**config.mk**
```make
export PLATFORM = sky130hd
export DESIGN_NAME = calendar_date_decrement
export DESIGN_NICKNAME = d
export VERILOG_FILES = /design/src/hw/rtl/cdd_pkg.sv /design/src/hw/rtl/calendar_date_decrement.sv
export SDC_FILE = /design/constraint.sdc
export NUM_CORES = 1
export LEC_CHECK = 0
export BUFFER_PORTS_ARGS = -buffer_cell sky130_fd_sc_hd__buf_2
export CORE_MARGIN = 3
export CORE_UTILIZATION = 60
export CTS_CLUSTER_DIAMETER = 60
export DETAILED_ROUTE_END_ITERATION = 8
export GPL_TIMING_DRIVEN = 0
export PLACE_DENSITY = 0.8
export SYNTH_ARGS = -nofsm -noshare
export SYNTH_HDL_FRONTEND = slang
export SYNTH_SLANG_ARGS = --single-unit
```
**constraint.sdc**
```tcl
create_clock -name clock -period 14.56 [get_ports clock]
set_clock_uncertainty 0.2 [all_clocks]
set_input_delay 0.728 -clock clock [delete_from_list [all_inputs] [get_ports clock]]
set_output_delay 0.728 -clock clock [all_outputs]
set_load 0.01 [all_outputs]
```
**src/hw/rtl/cdd_pkg.sv**
```systemverilog
package cdd_pkg;

   // Unit codes carried in the operation field.
   localparam logic [2:0] OP_DAYS    = 3'd0;
   localparam logic [2:0] OP_WEEKS   = 3'd1;
   localparam logic [2:0] OP_MONTHS  = 3'd2;
   localparam logic [2:0] OP_YEARS   = 3'd3;
   localparam logic [2:0] OP_DECADES = 3'd4;

   localparam logic [3:0] MONTH_JAN = 4'd1;
   localparam logic [3:0] MONTH_FEB = 4'd2;
   localparam logic [3:0] MONTH_DEC = 4'd12;

   // Multiplicative inverse of 25 modulo 2^16 and the divisibility bound.
   localparam logic [15:0] INV25_16    = 16'd23593;
   localparam logic [15:0] DIV25_BOUND = 16'd2621;

   typedef struct packed {
      logic [2:0]         operation;
      logic [14:0]        count;
      logic signed [15:0] year_in;
      logic [3:0]         month_in;
      logic [4:0]         day_in;
   } req_type;

   typedef struct packed {
      logic signed [15:0] year_out;
      logic [3:0]         month_out;
      logic [4:0]         day_out;
   } rsp_type;

   // Gregorian rule on the signed year. Divisibility by 25 of the magnitude
   // uses the odd-divisor inverse test, so only one 16-bit multiply is needed.
   function automatic logic is_leap(input logic [15:0] year);
      logic [15:0] mag;
      logic [15:0] prod;
      logic        div4;
      logic        div16;
      logic        div25;
      mag   = year[15] ? (16'd0 - year) : year;
      prod  = mag * INV25_16;
      div4  = (year[1:0] == 2'd0);
      div16 = (year[3:0] == 4'd0);
      div25 = (prod <= DIV25_BOUND);
      return (div4 && !div25) || (div16 && div25);
   endfunction

   function automatic logic [4:0] month_length(input logic [3:0] month, input logic leap);
      logic [4:0] len;
      case (month)
         MONTH_FEB: begin
            len = leap ? 5'd29 : 5'd28;
         end
         4'd4, 4'd6, 4'd9, 4'd11: begin
            len = 5'd30;
         end
         default: begin
            len = 5'd31;
         end
      endcase
      return len;
   endfunction

endpackage

```
**src/hw/rtl/calendar_date_decrement.sv**
```systemverilog
// Moves a Gregorian date back by a count of days, weeks, months, years or
// decades and returns one result per request. Out-of-range months are clamped
// to 1..12 and the day to 1..length of that month before the step; unknown
// operations return that corrected date. One request is handled at a time and
// req_ready is high only while the engine is idle. A year or decade request
// subtracts its years in one step. A day or week request walks back one month
// at a time; each month crossing goes through the shared previous-month
// stepper and then waits for the registered leap-year flag of the new year
// before the month length is known. A month request steps back one month at a
// time (a whole year at a time once the day is 28 or less), and goes through
// that leap wait for each month while the day is still above 28 and must be
// clamped. A finished result is held in an output register, so the next
// request is accepted while the previous result waits on rsp_ready.
module calendar_date_decrement (
   input  logic             clock,
   input  logic             reset,
   input  logic             req_valid,
   output logic             req_ready,
   input  cdd_pkg::req_type req_data,
   output logic             rsp_valid,
   input  logic             rsp_ready,
   output cdd_pkg::rsp_type rsp_data
);

   localparam logic [2:0] ST_IDLE   = 3'd0;
   localparam logic [2:0] ST_WAIT   = 3'd1;
   localparam logic [2:0] ST_LEN    = 3'd2;
   localparam logic [2:0] ST_START  = 3'd3;
   localparam logic [2:0] ST_DAYS   = 3'd4;
   localparam logic [2:0] ST_MONTHS = 3'd5;
   localparam logic [2:0] ST_FIN    = 3'd6;

   localparam logic [4:0]  CLAMP_FREE_DAY  = 5'd28;
   localparam logic [14:0] MONTHS_PER_YEAR = 15'd12;

   logic [2:0]       state_ff, state_in;
   logic             init_ff, init_in;
   logic [2:0]       op_ff, op_in;
   logic [14:0]      cnt_ff, cnt_in;
   logic [17:0]      rem_ff, rem_in;
   logic [15:0]      yr_ff, yr_in;
   logic [3:0]       mon_ff, mon_in;
   logic [4:0]       day_ff, day_in;
   logic             leap_ff, leap_in;
   logic             rsp_valid_ff, rsp_valid_in;
   cdd_pkg::rsp_type rsp_data_ff, rsp_data_in;

   // Shared year subtractor and previous-month stepper.
   logic [15:0] year_sub;
   logic [15:0] year_diff;
   logic [3:0]  prev_mon;
   logic        prev_wrap;
   logic [4:0]  cur_len;
   logic [17:0] weeks_days;
   logic [17:0] decade_years;
   logic [3:0]  mon_clamped;

   assign year_diff    = yr_ff - year_sub;
   assign prev_wrap    = (mon_ff <= cdd_pkg::MONTH_JAN);
   assign prev_mon     = prev_wrap ? cdd_pkg::MONTH_DEC : (mon_ff - 4'd1);
   assign cur_len      = cdd_pkg::month_length(mon_ff, leap_ff);
   assign weeks_days   = {cnt_ff, 3'b000} - {3'b000, cnt_ff};
   assign decade_years = {cnt_ff, 3'b000} + {2'b00, cnt_ff, 1'b0};
   assign leap_in      = cdd_pkg::is_leap(yr_ff);

   always_comb begin
      if (req_data.month_in < cdd_pkg::MONTH_JAN) begin
         mon_clamped = cdd_pkg::MONTH_JAN;
      end else if (req_data.month_in > cdd_pkg::MONTH_DEC) begin
         mon_clamped = cdd_pkg::MONTH_DEC;
      end else begin
         mon_clamped = req_data.month_in;
      end
   end

   always_comb begin
      state_in     = state_ff;
      init_in      = init_ff;
      op_in        = op_ff;
      cnt_in       = cnt_ff;
      rem_in       = rem_ff;
      yr_in        = yr_ff;
      mon_in       = mon_ff;
      day_in       = day_ff;
      year_sub     = 16'd0;
      rsp_data_in  = rsp_data_ff;
      rsp_valid_in = rsp_valid_ff && !rsp_ready;

      case (state_ff)
         ST_IDLE: begin
            if (req_valid) begin
               op_in    = req_data.operation;
               cnt_in   = req_data.count;
               yr_in    = req_data.year_in;
               mon_in   = mon_clamped;
               day_in   = (req_data.day_in == 5'd0) ? 5'd1 : req_data.day_in;
               init_in  = 1'b1;
               state_in = ST_WAIT;
            end
         end
         // Lets the leap flag settle on the current year.
         ST_WAIT: begin
            state_in = ST_LEN;
         end
         ST_LEN: begin
            if (init_ff) begin
               if (day_ff > cur_len) begin
                  day_in = cur_len;
               end
               init_in  = 1'b0;
               state_in = ST_START;
            end else if (op_ff == cdd_pkg::OP_DAYS || op_ff == cdd_pkg::OP_WEEKS) begin
               day_in   = cur_len;
               state_in = ST_DAYS;
            end else begin
               if (day_ff > cur_len) begin
                  day_in = cur_len;
               end
               state_in = ST_MONTHS;
            end
         end
         ST_START: begin
            case (op_ff)
               cdd_pkg::OP_DAYS: begin
                  rem_in   = {3'b000, cnt_ff};
                  state_in = ST_DAYS;
               end
               cdd_pkg::OP_WEEKS: begin
                  rem_in   = weeks_days;
                  state_in = ST_DAYS;
               end
               cdd_pkg::OP_MONTHS: begin
                  state_in = ST_MONTHS;
               end
               cdd_pkg::OP_YEARS: begin
                  year_sub = {1'b0, cnt_ff};
                  yr_in    = year_diff;
                  state_in = ST_FIN;
               end
               cdd_pkg::OP_DECADES: begin
                  year_sub = decade_years[15:0];
                  yr_in    = year_diff;
                  state_in = ST_FIN;
               end
               default: begin
                  state_in = ST_FIN;
               end
            endcase
         end
         ST_DAYS: begin
            if (rem_ff >= {13'd0, day_ff}) begin
               rem_in   = rem_ff - {13'd0, day_ff};
               mon_in   = prev_mon;
               year_sub = {15'd0, prev_wrap};
               yr_in    = year_diff;
               state_in = ST_WAIT;
            end else begin
               day_in   = day_ff - rem_ff[4:0];
               state_in = ST_FIN;
            end
         end
         ST_MONTHS: begin
            if (cnt_ff == 15'd0) begin
               state_in = ST_FIN;
            end else if (day_ff > CLAMP_FREE_DAY) begin
               // The day may exceed the new month, so clamp after the step.
               mon_in   = prev_mon;
               year_sub = {15'd0, prev_wrap};
               yr_in    = year_diff;
               cnt_in   = cnt_ff - 15'd1;
               state_in = ST_WAIT;
            end else if (cnt_ff >= MONTHS_PER_YEAR) begin
               year_sub = 16'd1;
               yr_in    = year_diff;
               cnt_in   = cnt_ff - MONTHS_PER_YEAR;
            end else begin
               mon_in   = prev_mon;
               year_sub = {15'd0, prev_wrap};
               yr_in    = year_diff;
               cnt_in   = cnt_ff - 15'd1;
            end
         end
         ST_FIN: begin
            if (!rsp_valid_ff || rsp_ready) begin
               rsp_valid_in          = 1'b1;
               rsp_data_in.year_out  = yr_ff;
               rsp_data_in.month_out = mon_ff;
               rsp_data_in.day_out   = day_ff;
               state_in              = ST_IDLE;
            end
         end
         default: begin
            state_in = ST_IDLE;
         end
      endcase
   end

   always_ff @(posedge clock) begin
      if (reset) begin
         state_ff     <= ST_IDLE;
         init_ff      <= 1'b0;
         rsp_valid_ff <= 1'b0;
      end else begin
         state_ff     <= state_in;
         init_ff      <= init_in;
         rsp_valid_ff <= rsp_valid_in;
      end
   end

   always_ff @(posedge clock) begin
      op_ff       <= op_in;
      cnt_ff      <= cnt_in;
      rem_ff      <= rem_in;
      yr_ff       <= yr_in;
      mon_ff      <= mon_in;
      day_ff      <= day_in;
      leap_ff     <= leap_in;
      rsp_data_ff <= rsp_data_in;
   end

   assign req_ready = (state_ff == ST_IDLE);
   assign rsp_valid = rsp_valid_ff;
   assign rsp_data  = rsp_data_ff;

   a_accept_starts: assert property (@(posedge clock) disable iff (reset)
      (req_valid && req_ready) |=> (state_ff == ST_WAIT && init_ff))
      else $error("accepted transaction did not start the leap wait");

   a_day_nonzero: assert property (@(posedge clock) disable iff (reset)
      (state_ff != ST_IDLE) |-> (day_ff != 5'd0))
      else $error("working day register reached zero");

   a_month_range: assert property (@(posedge clock) disable iff (reset)
      (state_ff != ST_IDLE) |-> (mon_ff >= cdd_pkg::MONTH_JAN && mon_ff <= cdd_pkg::MONTH_DEC))
      else $error("working month out of range");

   a_fin_holds: assert property (@(posedge clock) disable iff (reset)
      (state_ff == ST_FIN && rsp_valid_ff && !rsp_ready) |=> (state_ff == ST_FIN))
      else $error("result overwritten before the previous transaction was taken");

   a_rsp_date_valid: assert property (@(posedge clock) disable iff (reset)
      rsp_valid_ff |-> (rsp_data_ff.day_out != 5'd0 &&
                        rsp_data_ff.month_out >= cdd_pkg::MONTH_JAN &&
                        rsp_data_ff.month_out <= cdd_pkg::MONTH_DEC))
      else $error("result date out of range");

endmodule

```
Word level (Yosys, flattened, before mapping). Cells that the tools add are included.

Flip-flop bits (word level): 92. Output and inout bits: 27. Memory bits (writable): 0. Memories kept: 0. Latch bits: 0. Input port bits: 47. Word-level logic and storage cells: 139. Bits in read-only memories: 0.

$lt $le $gt $ge: 8. Add/subtract/negate cells: 9. Reductions and logical operators: 33. Mux-type cells: 51. Bitwise logic cells: 0. $mul: 1. Shifts and indexed selects: 0. Eq/ne operators: 24. Divide/modulo/power cells: 0.

Operators by type and width (number): two-way mux 16 bit (5); case mux 18 bit (2 select lines) (2); case mux 16 bit (4 select lines) (1); two-way mux 15 bit (4); case mux 16 bit (3 select lines) (1); two-way mux 4 bit (8); case mux 16 bit (2 select lines) (1); two-way mux 5 bit (6); case mux 15 bit (2 select lines) (1); case mux 3 bit (7 select lines) (1); >= comparator 18 x 5 -> 1 bit (1); two-way mux 18 bit (1); two-way mux 3 bit (6); subtractor 18 x 15 -> 18 bit (1); subtractor 18 x 5 -> 18 bit (1); adder 16 bit (1); less-or-equal comparator 16 x 12 -> 1 bit (second input constant) (1); multiplier 16 x 15 -> 16 bit (second input constant) (1); subtractor 1 x 16 -> 16 bit (first input constant) (1); subtractor 16 bit (1); >= comparator 15 x 4 -> 1 bit (second input constant) (1); zero test 15 bit (1); case mux 5 bit (3 select lines) (1); subtractor 15 x 1 -> 15 bit (second input constant) (1); other kinds (35) (77).

Longest topological paths before layout. Gate-level depths: netlist of the first run.

Depth in word-level cells: 8. Mapped depth: 24. Mapped depth without buffers: 24.

Worst setup path after synthesis of the first run. Ideal clock, no wire load.

Path kind: reg2reg. From: reg yr_ff[5]. To: reg leap_ff. Cell stages (with the launch flop): 21. Arrival time: 5436 ps. Slack: 8805 ps. Period minus slack after synthesis: 5755 ps. Required time: 14240 ps. Setup time: 120 ps. Buffers on the path: 0. Path through: edfxtp_1 nor4_2 nand2b_1 or3_4 or4_4 and2_2 xor2_1 inv_1 fa_1 inv_1 ha_1 ha_1 fa_1 ha_1 ha_1 o21a_1 o21ai_0 nand2b_1 xor2_1 a2111o_1 o31a_1.

Cells in the longest elaborated chain, start to end: 7. Elaborated cells on any way between the ends: 8. Those cells by class: 1 x add/sub; 1 x mul; 1 x order compare; 1 x mux; 4 x reduce/logical.

Ends and longest elaborated chain: from (decl) (RTL line calendar_date_decrement.sv:41) `logic [15:0] yr_ff, yr_in;`; from (signal assigned) (RTL line calendar_date_decrement.sv:214) `yr_ff <= yr_in;`; subtractor 1 x 16 -> 16 bit (RTL line cdd_pkg.sv:40) `mag = year[15] ? (16'd0 - year) : year;`; two-way mux 16 bit (*) (RTL line cdd_pkg.sv:40); multiplier 16 x 15 -> 16 bit (*) (RTL line cdd_pkg.sv:41) `prod = mag * INV25_16;`; less-or-equal comparator 16 x 12 -> 1 bit (*) (RTL line cdd_pkg.sv:44) `div25 = (prod <= DIV25_BOUND);`; zero test 1 bit (RTL line cdd_pkg.sv:45) `return (div4 && !div25) || (div16 && div25);`; logical AND 1 bit (RTL line cdd_pkg.sv:45); logical OR 1 bit (*) (RTL line cdd_pkg.sv:45); via leap_in (RTL line calendar_date_decrement.sv:44) `logic leap_ff, leap_in;`; to (signal assigned) (RTL line calendar_date_decrement.sv:217) `leap_ff <= leap_in;`; to (decl) (RTL line calendar_date_decrement.sv:44).

The timed path passes the listed nets; every way through them passes the cells marked *. A chain may end at the register's enable or synchronous reset.

Final worst setup path of the first run. Same ends and word-level chain as after synthesis.

==> out/metrics.csv, run 1 <==
stage,metric,value,unit
worst_setup_path,reg2reg_from,yr_ff[5]$_DFFE_PP_,
min_path,hp-start,day_ff[0]$_DFFE_PP_,
sta,max-slew-margin-rel,0.371,
synthesis,ys_ff_latch,92,
sta,finalMaxSlewViolations,0,
synthesis,yosysSeqAreaShare,0.307,
synthesis,synth_area_per_cell,9.05,µm²
drt,viasPerCell,6.02,
status,status,"complete, no violations",
cts,cts_tree,done,
worst_setup_path,worstPathBufferInverterCount,2,
die,dieArea,16200,µm²
die,initial_core_util,0.625,
min_path,min_path_cells,0,
power,power.leakage,4.19,nW
global_route,grt_start_max_net_pins,19,
power,ir_drop,242,µV
power,clkPwrFrac,0.112,
cts,post_cts_buffers,0,
worst_setup_path,path_max_fanout,5,
drt,num_vias,7492,
die,die_y,127,µm
global_route,gr-usage-all-layers,0.271,
sta,setup_tns,0,ns
synthesis,ys_types,61,
worst_setup_path,cp-end-kind,flop,
worst_setup_path,cpPeakStageDelay,0.52,ns
worst_setup_path,path_delay_family,adder cells,
final_layout,finish.instance_area,9730,µm²
cts,ctsHoldBuffers,0,
min_path,hold_class,flop to flop,
synthesis,synth_cells,974,
final_layout,syn_to_final_growth,10.4,%
place,port_buffers,73,
place,hpwl,16.3,mm
worst_setup_path,reg2reg_depth,20,
synthesis,ys_top_cells_by_area,"edfxtp_1, ha_1, xnor2_1, fa_1, o21ai_0",
place,gp_congestion,0.928,
cts,clk_latency,0.36,ns
synthesis,synth_top_area_cell,edfxtp_1,
worst_setup_path,required,14.61,ns
global_route,grt_pass1_vias,7396,
synthesis,synthArstFlopShare,0,
worst_setup_path,start_kind,flop,
worst_setup_path,rr_endpoint,leap_ff$_DFF_P_,
cts,htree_levels,3,
drt,avgRoutedWirePerCell,17.2,µm
power,pwr-share-comb,0.722,
power,seqPwrFrac,0.166,
sta,max_freq,159,MHz
global_route,grt_overflow_total,0,
drt,drt_wl_total,21.4,mm
drt,route.detailed.drc,0,
synthesis,netlist_area,8810,µm²
min_path,min_to,rsp_data[0]$_DFFE_PP_,
synthesis,synth_edf_count,86,
cts,clk_path_buf_depth,2,
sta,min_period,6.28,ns
worst_setup_path,cp_data_arrival_time,6.33,ns
drt,antenna_left,0,
cts,clk_pin_slew_worst_paths,0.08,ns
final_layout,layout.nets,1246,
worst_setup_path,path_cells,nor4_2 -> nand2b_1 -> or3_4 -> or4_4 -> and2_2 -> xor2_1 -> inv_1 -> fa_1 -> inv_1 -> ha_1 -> ha_1 -> fa_1 -> ha_1 -> ha_1 -> o21a_1 -> o21ai_0 -> nand2b_1 -> xor2_1 -> a2111o_1 -> o31a_1,
synthesis,synth_ff_type,edfxtp_1,
sta,rsz0062_at_grt,false,
worst_setup_path,critical_path_class,flop to flop,
sta,tightest_slew,0.944,ns
power,switchingPower,0.00101,W
synthesis,synth_nets,1161,
cts,cts_made_buffers,9,
worst_setup_path,r2r_slack,8.28,ns
place,placed_cell_area,9420,µm²
final_layout,drive_above_1_share,0.0949,
die,ios,74,
power,internal-power,0.00125,W
die,row_count,43,
worst_setup_path,crit_slowest_cell,or4_4,
synthesis,synth_top_area_frac,0.293,
sta,setup_violations,0,
worst_setup_path,crit_top_cell,ha_1,
power,switching_share,0.449,
power,pwr_density_cell,232,nW/µm²
worst_setup_path,cp-startpoint,yr_ff[5]$_DFFE_PP_,
drt,drt_iter0_drc,582,
cts,cts-root-buf,clkbuf_16,
die,core,14100,µm²
sta,fin_crit_sh,0.431,
sta,hold_viol,0,
cts,cts_resized,0,
drt,first_pass_iters,5,
global_route,grt_pass1_wl,35.5,mm
final_layout,num_antenna_cells,0,
die,dieWidth,127,µm
global_route,antenna_found_initial,0,
synthesis,synth-warning-count,0,
cts,cts.sinks,92,
job,cap_violations,0,
[sequential cells by signal, indices dropped and copies added (netlist names), 3 cells and up]
register	count
day_ff	5
rsp_data	25
mon_ff	4
rem_ff	18
yr_ff	16
state_ff	3
cnt_ff	15
op_ff	3
[cells in the final DEF (no fill, tap or decap), drive strengths merged, types with 7 or more instances in the layout]
master	count
nand2	93
or3	7
nand3	12
a21o	15
nor3	35
buf	75
a21oi	58
o211ai	8
nor2b	24
inv	92
nor4	7
o21a	14
o31ai	10
ha	119
xnor2	63
nand2b	18
xor2	31
clkbuf	36
o21ai	74
a31oi	9
nor2	64
fa	21
a22oi	19
edfxtp	86
[power groups by stage]
stage | sequential (W) | clock, W | combinational, W
floorplan | 0.000363 | 0 | 0.00130
finish | 0.000375 | 0.000252 | 0.00163
CTS | 0.000374 | 0.000254 | 0.00164
detailed placement | 0.000380 | 0 | 0.00161
global placement | 0.000379 | 0 | 0.00156
global route | 0.000379 | 0.000263 | 0.00186
[cells in the mapped netlist (all sizes together), types with 3 or more instances]
cell type	instances
ha	119
nand2	93
inv	88
edfxtp	86
o21ai	74
nor2	64
xnor2	63
a21oi	58
nor3	35
xor2	31
clkbuf	27
nor2b	24
fa	21
a22oi	19
nand2b	18
a21o	15
o21a	14
nand3	12
o31ai	10
a31oi	9
o211ai	8
nor4	7
or3	7
dfxtp	6
mux2i	6
o22ai	6
a211oi	5
a21boi	4
and2	4
and3	4
nand4	4
nand3b	3
[through the flow]
| stage | total power (W) | utilization | cells | hold WS [ns] | worst slack [ns] |
|---|---|---|---|---|---|
| global route | 0.00251 | 0.690 | 1244 | 0.327 | 8.02 |
| finish | 0.00226 | 0.690 | 1244 | 0.314 | 8.28 |
| global placement | 0.00194 | 0.667 | 1227 | 0.292 | 8.37 |
| detailed placement | 0.00199 | 0.668 | 1228 | 0.297 | 8.37 |
| floorplan | 0.00166 | - | 974 | 0.254 | 8.80 |
| CTS | 0.00227 | 0.690 | 1244 | 0.315 | 8.27 |
[routing by layer]
layer	share of wire	track usage
met5	0	0
met1	0.45	0.374
met2	0.47	0.440
met3	0.067	0.0468
met4	0.018	0.0839
[cells by family (layout without fill, tap and decap cells)]
| logic type | after synthesis | count (layout) | share of synthesized area |
|---|---|---|---|
| buffers and inverters | 116 | 206 | 0.0494 |
| adder cells (fa/ha/maj) | 140 | 140 | 0.217 |
| AO/OA/AOI/OAI | 243 | 243 | 0.171 |
| XOR/XNOR | 94 | 94 | 0.0934 |
| multiplexers | 7 | 7 | 0.00809 |
| AND/OR/NAND/NOR | 282 | 282 | 0.155 |
| flip-flops | 92 | 92 | 0.307 |
[layout make-up]
cell class / count / area (µm²)
Buffer: 28 / 105
Clock buffer: 9 / 225
Clock inverter: 7 / 80.1
Fill cell: 1116 / 4370
Inverter: 88 / 330
Multi-Input combinational cell: 766 / 5680
Sequential cell: 92 / 2700
Tap cell: 180 / 225
Timing Repair Buffer: 74 / 380
[how the worst max path moves through the flow]
stage,endpoint,slack [ns],depth (start not counted)
final,leap_ff$_DFF_P_,8.28,20
after CTS,leap_ff$_DFF_P_,8.27,20
after floorplan,leap_ff$_DFF_P_,8.80,20
after global routing,leap_ff$_DFF_P_,8.02,20
after detailed placement,leap_ff$_DFF_P_,8.37,20
after global placement,leap_ff$_DFF_P_,8.37,20
(Power assumes the default switching activity.)
==> run 2, diff against run 1 <==
- CORE_UTILIZATION: 60 -> 56
- PLACE_DENSITY: 0.8 -> 0.78
- clock period: 14.56 -> 5.31 ns (I/O delays scaled with it)
==> run 2 against run 1 <==
  * The run now ends with setup timing left
  * Cell count increased by 4.1%
  * Count of clock-buffer cells in the layout unchanged
  * Combinational power increased to 3.1 times the previous value
  * Core utilization decreased by 3.3 points
  * Sequential cell count unchanged
  * Hold slack got worse by 0.31 ns
  * Critical path depth increased by 1
  * Sequential share of layout area decreased by 0.94 points
  * Worst setup slack got worse by 8.7 ns
  * Die area increased by 6.8%
  * Critical endpoint unchanged
  * Largest power group unchanged
==> out/metrics.csv, run 2 (synthesis results as in run 1) <==
stage,metric,value,unit,change
status,status,"finished, violations left",,"was complete, no violations"
status,failed_checks,setup timing,,
cts,htree_levels,3,,unchanged
power,ir_drop,650,µV,was 242 µV
place,dp_slack,-0.728,ns,was 8.37 ns
die,ios,74,,unchanged
sta,finalMaxSlewViolations,0,,unchanged
job,cap_violations,0,,unchanged
power,pwr_density_cell,673,nW/µm²,was 232 nW/µm²
drt,first_pass_iters,7,,was 5
cts,cts.sinks,92,,unchanged
cts,clk_path_buf_depth,2,,unchanged
die,core,15300,µm²,was 14100 µm²
place,hpwl,16.4,mm,was 16.3 mm
final_layout,final_cell_mix,"ha_1, nand2_1, inv_1, edfxtp_1, buf_2",,"was ha_1, nand2_1, inv_1"
worst_setup_path,path_delay_family,adder cells,,unchanged
sta,min_period,5.77,ns,was 6.28 ns
worst_setup_path,path_max_fanout,5,,unchanged
drt,viasPerCell,5.83,,was 6.02
drt,dr_wl_met2,9.81,mm,was 10.0 mm
worst_setup_path,cp-endpoint,leap_ff$_DFF_P_,,unchanged
die,dieWidth,131,µm,was 127 µm
worst_setup_path,cp.depth,21,,was 20
drt,drt_iter0_drc,662,,was 582
final_layout,syn_to_final_growth,14.3,%,was 10.4%
final_layout,layout.nets,1266,,was 1246
cts,clk_latency,0.36,ns,about the same
worst_setup_path,cpPeakStageDelay,0.51,ns,was 0.52 ns
power,switching_share,0.445,,was 0.449
min_path,hold_class,input port to flop,,was flop to flop
final_layout,num_antenna_cells,0,,unchanged
final_layout,layout_commonest_cell,ha_1,,unchanged
sta,max-slew-margin-rel,0.340,,was 0.371
sta,fin_crit_sh,1.09,,was 0.431
final_layout,largest_register_ffs,25,,unchanged
final_layout,drive_above_1_share,0.113,,was 0.0949
power,pwr-share-comb,0.757,,was 0.722
worst_setup_path,required,5.36,ns,was 14.61 ns
sta,setup_violations,1,,was 0
sta,hold_viol,0,,unchanged
final_layout,post-route-util,0.658,,was 0.690
worst_setup_path,rr_endpoint,leap_ff$_DFF_P_,,unchanged
worst_setup_path,path_cells,nor4_2 -> nand2b_1 -> or3_4 -> or4_4 -> and2_4 -> xor2_2 -> ha_1 -> inv_2 -> fa_1 -> inv_2 -> ha_4 -> fa_1 -> fa_1 -> ha_2 -> xnor2_2 -> xnor2_1 -> xnor2_1 -> xnor2_1 -> xnor2_1 -> xnor2_1 -> o31a_1,,was nor4_2 -> nand2b_1 -> or3_4 -> or4_4 -> and2_2 -> xor2_1 -> inv_1 -> fa_1 -> inv_1 -> ha_1 -> ha_1 -> fa_1 -> ha_1 -> ha_1 -> o21a_1 -> o21ai_0 -> nand2b_1 -> xor2_1 -> a2111o_1 -> o31a_1
worst_setup_path,r2r_slack,-0.46,ns,was 8.28 ns
cts,cts-root-buf,clkbuf_16,,unchanged
worst_setup_path,cp-end-kind,flop,,unchanged
power,clkPwrFrac,0.092,,was 0.112
die,dieArea,17300,µm²,was 16200 µm²
worst_setup_path,cp-startpoint,yr_ff[2]$_DFFE_PP_,,was yr_ff[5]$_DFFE_PP_
drt,highest_layer,met4,,unchanged
drt,num_vias,7548,,was 7492
cts,cts_tree,done,,unchanged
final_layout,finish.instance_area,10100,µm²,was 9730 µm²
drt,route.detailed.drc,0,,unchanged
drt,avgRoutedWirePerCell,16.7,µm,was 17.2 µm
power,power,0.00678,W,was 0.00226 W
global_route,grt_overflow_total,0,,unchanged
power,power.leakage,4.30,nW,was 4.19 nW
cts,clk_pin_slew_worst_paths,0.07,ns,was 0.08 ns
global_route,grt_pass1_vias,7332,,was 7396
worst_setup_path,worstPathBufferInverterCount,2,,unchanged
die,die_y,131,µm,was 127 µm
worst_setup_path,reg2reg_from,yr_ff[2]$_DFFE_PP_,,was yr_ff[5]$_DFFE_PP_
drt,met3_length,1.54,mm,was 1.43 mm
sta,tightest_slew,0.990,ns,was 0.944 ns
place,gp_congestion,0.884,,was 0.928
worst_setup_path,cp_data_arrival_time,5.82,ns,was 6.33 ns
die,row_count,45,,was 43
drt,wl_met1,9.81,mm,was 9.51 mm
worst_setup_path,reg2reg_depth,21,,was 20
sta,max_freq,173,MHz,was 159 MHz
place,placed_cell_area,9540,µm²,was 9420 µm²
drt,antenna_left,0,,unchanged
power,internal-power,0.00376,W,was 0.00125 W
drt,drt_wl_total,21.7,mm,was 21.4 mm
place,port_buffers,73,,unchanged
power,seqPwrFrac,0.151,,was 0.166
sta,holdWs,0.00561,ns,was 0.314 ns
power,switchingPower,0.00302,W,was 0.00101 W
die,initial_core_util,0.575,,was 0.625
worst_setup_path,crit_top_cell,xnor2_1,,was ha_1
global_route,antenna_found_initial,0,,unchanged
worst_setup_path,crit_slowest_cell,fa_1,,was or4_4
sta,rsz0062_at_grt,true,,was false
worst_setup_path,start_kind,flop,,unchanged
global_route,grt_start_max_net_pins,19,,unchanged
worst_setup_path,critical_path_class,flop to flop,,unchanged
sta,layout_setup_ws,-0.462,ns,was 8.28 ns
global_route,gr-usage-all-layers,0.251,,was 0.271
global_route,grt_pass1_wl,35.5,mm,about the same
cts,cts_made_buffers,9,,unchanged
==> run 2: cell types whose count changed in the layout (fill, tap and decap cells not counted), moves of 2 or more <==
cell	previous run	this run
o21ai_0	73	71
xnor2_1	63	56
inv_1	88	86
clkinv_1	0	2
buf_4	0	4
xnor2_2	0	7
inv_2	0	2
ha_4	0	4
ha_1	119	114
dlygate4sd3_1	0	16
==> run 2: repair_timing <==
action                                  4_1_cts  5_1_grt
gates resized for setup                       1       11
hold buffers                                 16        0
endpoints found under the setup margin        1        2
hold endpoints to repair                     19        0
buffers inserted                              3        1
pin swaps                                     9        5
==> run 2: cell type report <==
| cell class | instances | area (µm²) |
|---|---|---|
| Tap cell | 211 | 264 |
| Multi-Input combinational cell | 766 | 5810 |
| Buffer | 28 | 106 |
| Timing Repair Buffer | 94 | 583 |
| Sequential cell | 92 | 2700 |
| Inverter | 88 | 330 |
| Clock inverter | 7 | 48.8 |
| Fill cell | 1281 | 5250 |
| Clock buffer | 9 | 225 |
==> run 2: per-layer routing <==
layer  up-vias  track usage
met5         -            0
met4         0       0.0741
met3        46       0.0467
met2       274        0.404
met1      3540        0.346
li1       3688            -
==> run 2: metrics by stage <==
step,setup TNS [ns],instances
after floorplan,-0.305,974
after global placement,-0.675,1258
after detailed placement,-0.728,1259
after CTS,-0.534,1294
after global routing,-0.683,1295
final,-0.462,1295
==> run 2: worst min path at each step <==
stage                       startpoint              endpoint  slack, ns  cells past startpoint
final                     req_data[34]   cnt_ff[9]$_DFFE_PP_      0.006                      3
after floorplan                  reset  init_ff$_SDFFE_PP0P_       0.13                      1
after detailed placement  req_data[42]    op_ff[2]$_DFFE_PP_       0.24                      1
after CTS                 req_data[26]   cnt_ff[1]$_DFFE_PP_      0.001                      3
after global placement    req_data[42]    op_ff[2]$_DFFE_PP_       0.24                      1
after global routing      req_data[18]    yr_ff[9]$_DFFE_PP_       0.01                      3
==> run 2: worst reg2reg max path, stage by stage (launching register included) <==
cell and delay [ns]:
edfxtp_1 0.44, nor4_2 0.34, nand2b_1 0.13, or3_4 0.37, or4_4 0.45, and2_4 0.19
xor2_2 0.15, ha_1 0.30, inv_2 0.04, fa_1 0.51, inv_2 0.04, ha_4 0.26
fa_1 0.43, fa_1 0.46, ha_2 0.20, xnor2_2 0.13, xnor2_1 0.21, xnor2_1 0.16
xnor2_1 0.15, xnor2_1 0.17, xnor2_1 0.10, o31a_1 0.24
==> run 2: power groups by stage <==
| stage | Combinational [W] | Clock [W] | Sequential [W] |
|---|---|---|---|
| final | 0.00513 | 0.000621 | 0.00102 |
| after global routing | 0.00573 | 0.000648 | 0.00103 |
| after detailed placement | 0.00479 | 0 | 0.00104 |
| after global placement | 0.00463 | 0 | 0.00104 |
| after floorplan | 0.00384 | 0 | 0.000995 |
| after CTS | 0.00494 | 0.000622 | 0.00102 |
==> run 3, diff against run 2 <==
--- a/config.mk
+++ b/config.mk
@@ -8,3 +8,3 @@
 export BUFFER_PORTS_ARGS = -buffer_cell sky130_fd_sc_hd__buf_2
-export CORE_MARGIN = 3
+export CORE_MARGIN = 2
 export CORE_UTILIZATION = 56
==> constraint.sdc (replaced) <==
create_clock -name clock -period 4.6 [get_ports clock]
set_clock_uncertainty 0.2 [all_clocks]
set_input_delay 0 -clock clock [delete_from_list [all_inputs] [get_ports clock]]
set_output_delay 0 -clock clock [all_outputs]
set_load 0.01 [all_outputs]
==> run 3 against run 2 <==
  * The run still ends with setup timing left
  * First-iteration DRC count grew 13%
  * Worst setup slack worse by 0.70 ns
  * Critical path depth is the same
  * Sequential share of layout area fell by 1.8 points
  * Cell count rose by 5.4%
  * Design area grew 7.3%
  * Wire length rose by 8.9%
  * Global-route usage increased by 3.5 points
==> out/metrics.csv, run 3 (synthesis results as in run 1) <==
stage,metric,value,unit,change
status,status,"finished, violations left",,unchanged
status,failed_checks,setup timing,,unchanged
drt,route.detailed.drc,0,,unchanged
cts,clk_path_buf_depth,2,,unchanged
drt,drt_wl_total,23.6,mm,was 21.7 mm
worst_setup_path,r2r_slack,-1.17,ns,was -0.46 ns
drt,avgRoutedWirePerCell,17.3,µm,was 16.7 µm
power,pwr_density_cell,706,nW/µm²,was 673 nW/µm²
global_route,antenna_found_initial,0,,unchanged
global_route,grt_overflow_total,0,,unchanged
final_layout,layout.nets,1336,,was 1266
place,port_buffers,73,,unchanged
cts,htree_levels,3,,unchanged
worst_setup_path,reg2reg_from,yr_ff[4]$_DFFE_PP_,,was yr_ff[2]$_DFFE_PP_
global_route,gr-usage-all-layers,0.285,,was 0.251
cts,cts-root-buf,clkbuf_16,,unchanged
worst_setup_path,start_kind,flop,,unchanged
power,ir_drop,975,µV,was 650 µV
place,gp_congestion,0.934,,was 0.884
sta,min_period,5.77,ns,about the same
cts,clk_latency,0.36,ns,about the same
worst_setup_path,rr_endpoint,leap_ff$_DFF_P_,,unchanged
cts,clk_pin_slew_worst_paths,0.07,ns,about the same
drt,first_pass_iters,5,,was 7
worst_setup_path,cpPeakStageDelay,0.52,ns,was 0.51 ns
worst_setup_path,cp-endpoint,leap_ff$_DFF_P_,,unchanged
sta,holdWs,0.181,ns,was 0.00561 ns
sta,layout_setup_ws,-1.17,ns,was -0.462 ns
sta,rsz0062_at_grt,true,,unchanged
global_route,grt_start_max_net_pins,19,,unchanged
min_path,hold_class,input port to flop,,unchanged
die,dieArea,16800,µm²,was 17300 µm²
worst_setup_path,reg2reg_depth,21,,unchanged
power,power,0.00763,W,was 0.00678 W
drt,antenna_left,0,,unchanged
sta,fin_crit_sh,1.25,,was 1.09
final_layout,drive_above_1_share,0.164,,was 0.113
die,ios,74,,unchanged
drt,viasPerCell,5.79,,was 5.83
worst_setup_path,cp-startpoint,yr_ff[4]$_DFFE_PP_,,was yr_ff[2]$_DFFE_PP_
worst_setup_path,required,4.64,ns,was 5.36 ns
die,core,15300,µm²,unchanged
global_route,grt_pass1_wl,37.3,mm,was 35.5 mm
place,hpwl,16.5,mm,was 16.4 mm
final_layout,layout_commonest_cell,ha_1,,unchanged
cts,cts_tree,done,,unchanged
sta,setup_violations,1,,unchanged
worst_setup_path,critical_path_class,flop to flop,,unchanged
final_layout,syn_to_final_growth,22.6,%,was 14.3%
drt,drt_iter0_drc,749,,was 662
global_route,grt_pass1_vias,7577,,was 7332
worst_setup_path,crit_top_cell,xnor2_1,,unchanged
worst_setup_path,crit_slowest_cell,fa_1,,unchanged
final_layout,largest_register_ffs,25,,unchanged
sta,hold_viol,0,,unchanged
sta,max_freq,173,MHz,about the same
worst_setup_path,cp-end-kind,flop,,unchanged
power,power.leakage,4.68,nW,was 4.30 nW
sta,max-slew-margin-rel,0.372,,was 0.340
die,row_count,45,,unchanged
die,die_y,129,µm,was 131 µm
worst_setup_path,path_max_fanout,5,,unchanged
final_layout,final_cell_mix,"ha_1, nand2_1, inv_1, edfxtp_1, buf_2",,unchanged
worst_setup_path,cp_data_arrival_time,5.81,ns,was 5.82 ns
sta,finalMaxSlewViolations,0,,unchanged
cts,cts_made_buffers,9,,unchanged
final_layout,num_antenna_cells,0,,unchanged
die,dieWidth,129,µm,was 131 µm
place,dp_slack,-1.46,ns,was -0.728 ns
job,cap_violations,0,,unchanged
sta,tightest_slew,0.942,ns,was 0.990 ns
cts,cts.sinks,92,,unchanged
worst_setup_path,path_cells,nor4_2 -> nand2b_1 -> or3_4 -> or4_4 -> and2_4 -> xor2_2 -> ha_1 -> inv_2 -> fa_1 -> inv_2 -> ha_4 -> fa_1 -> fa_1 -> ha_2 -> xnor2_2 -> xnor2_2 -> xnor2_1 -> xnor2_1 -> xnor2_1 -> xnor2_1 -> o31a_1,,was nor4_2 -> nand2b_1 -> or3_4 -> or4_4 -> and2_4 -> xor2_2 -> ha_1 -> inv_2 -> fa_1 -> inv_2 -> ha_4 -> fa_1 -> fa_1 -> ha_2 -> xnor2_2 -> xnor2_1 -> xnor2_1 -> xnor2_1 -> xnor2_1 -> xnor2_1 -> o31a_1
die,initial_core_util,0.575,,unchanged
drt,num_vias,7909,,was 7548
-- run 3: area by class of cell --
class	instances	area, µm²
well taps	211	264
clock inverters	7	50.0
plain buffers	23	97.6
inverters	88	330
repair buffers	169	1220
flip-flops and latches	92	2700
multi-input cells	766	5910
fillers	1175	4510
clock buffers	9	225
-- run 3: timing repair --
item,CTS,global route
hold endpoints to repair,50,0
hold buffers,48,0
pin swaps,13,18
setup endpoints to repair,4,8
buffers inserted,29,19
gates resized for setup,15,35
-- run 3: how the worst min path moves through the flow --
stage	end	cells past startpoint	slack, ns	startpoint
after global routing	op_ff[2]$_DFFE_PP_	2	0.18	req_data[42]
after global placement	op_ff[2]$_DFFE_PP_	1	-0.02	req_data[42]
final	op_ff[0]$_DFFE_PP_	2	0.18	req_data[40]
after CTS	op_ff[2]$_DFFE_PP_	2	0.15	req_data[42]
after detailed placement	op_ff[2]$_DFFE_PP_	1	-0.02	req_data[42]
after floorplan	init_ff$_SDFFE_PP0P_	1	-0.13	reset
-- run 3: per-layer routing --
| metal | vias to the layer above | track usage | wire, µm | share of wire |
|---|---|---|---|---|
| li1 | 3840 | - | - | - |
| met5 | - | 0 | 0 | 0 |
| met2 | 320 | 0.477 | 11200 | 0.47 |
| met1 | 3700 | 0.388 | 10200 | 0.43 |
| met4 | 0 | 0.102 | 677 | 0.029 |
| met3 | 49 | 0.0301 | 1510 | 0.064 |
-- run 3: worst max-delay path: cells and delay by family, from the launching register on --
kind,cells,cell delay (ns)
AND/OR/NAND/NOR,5,1.45
flip-flops,1,0.42
buffers and inverters,2,0.09
AO/OA/AOI/OAI,1,0.25
adder cells (fa/ha/maj),6,2.19
XOR/XNOR,7,1.03
-- run 3: through the flow --
stage               area, µm²   util  std cells  setup TNS [ns]
global route            10800  0.706       1365           -1.43
CTS                     10600  0.690       1349           -1.21
finish                  10800  0.706       1365           -1.17
global placement         9510  0.621       1258           -1.74
floorplan                8880      -        974           -1.02
detailed placement       9530  0.622       1259           -1.74
-- run 3: report_power, final --
part / total [W] / internal, W / leakage (nW) / switching [W]
clock: 0.000725 / 0.000371 / 0.137 / 0.000354
sequential: 0.00118 / 0.00105 / 0.848 / 0.000132
combinational: 0.00572 / 0.00284 / 3.69 / 0.00289
total: 0.00763 / 0.00425 / 4.68 / 0.00337
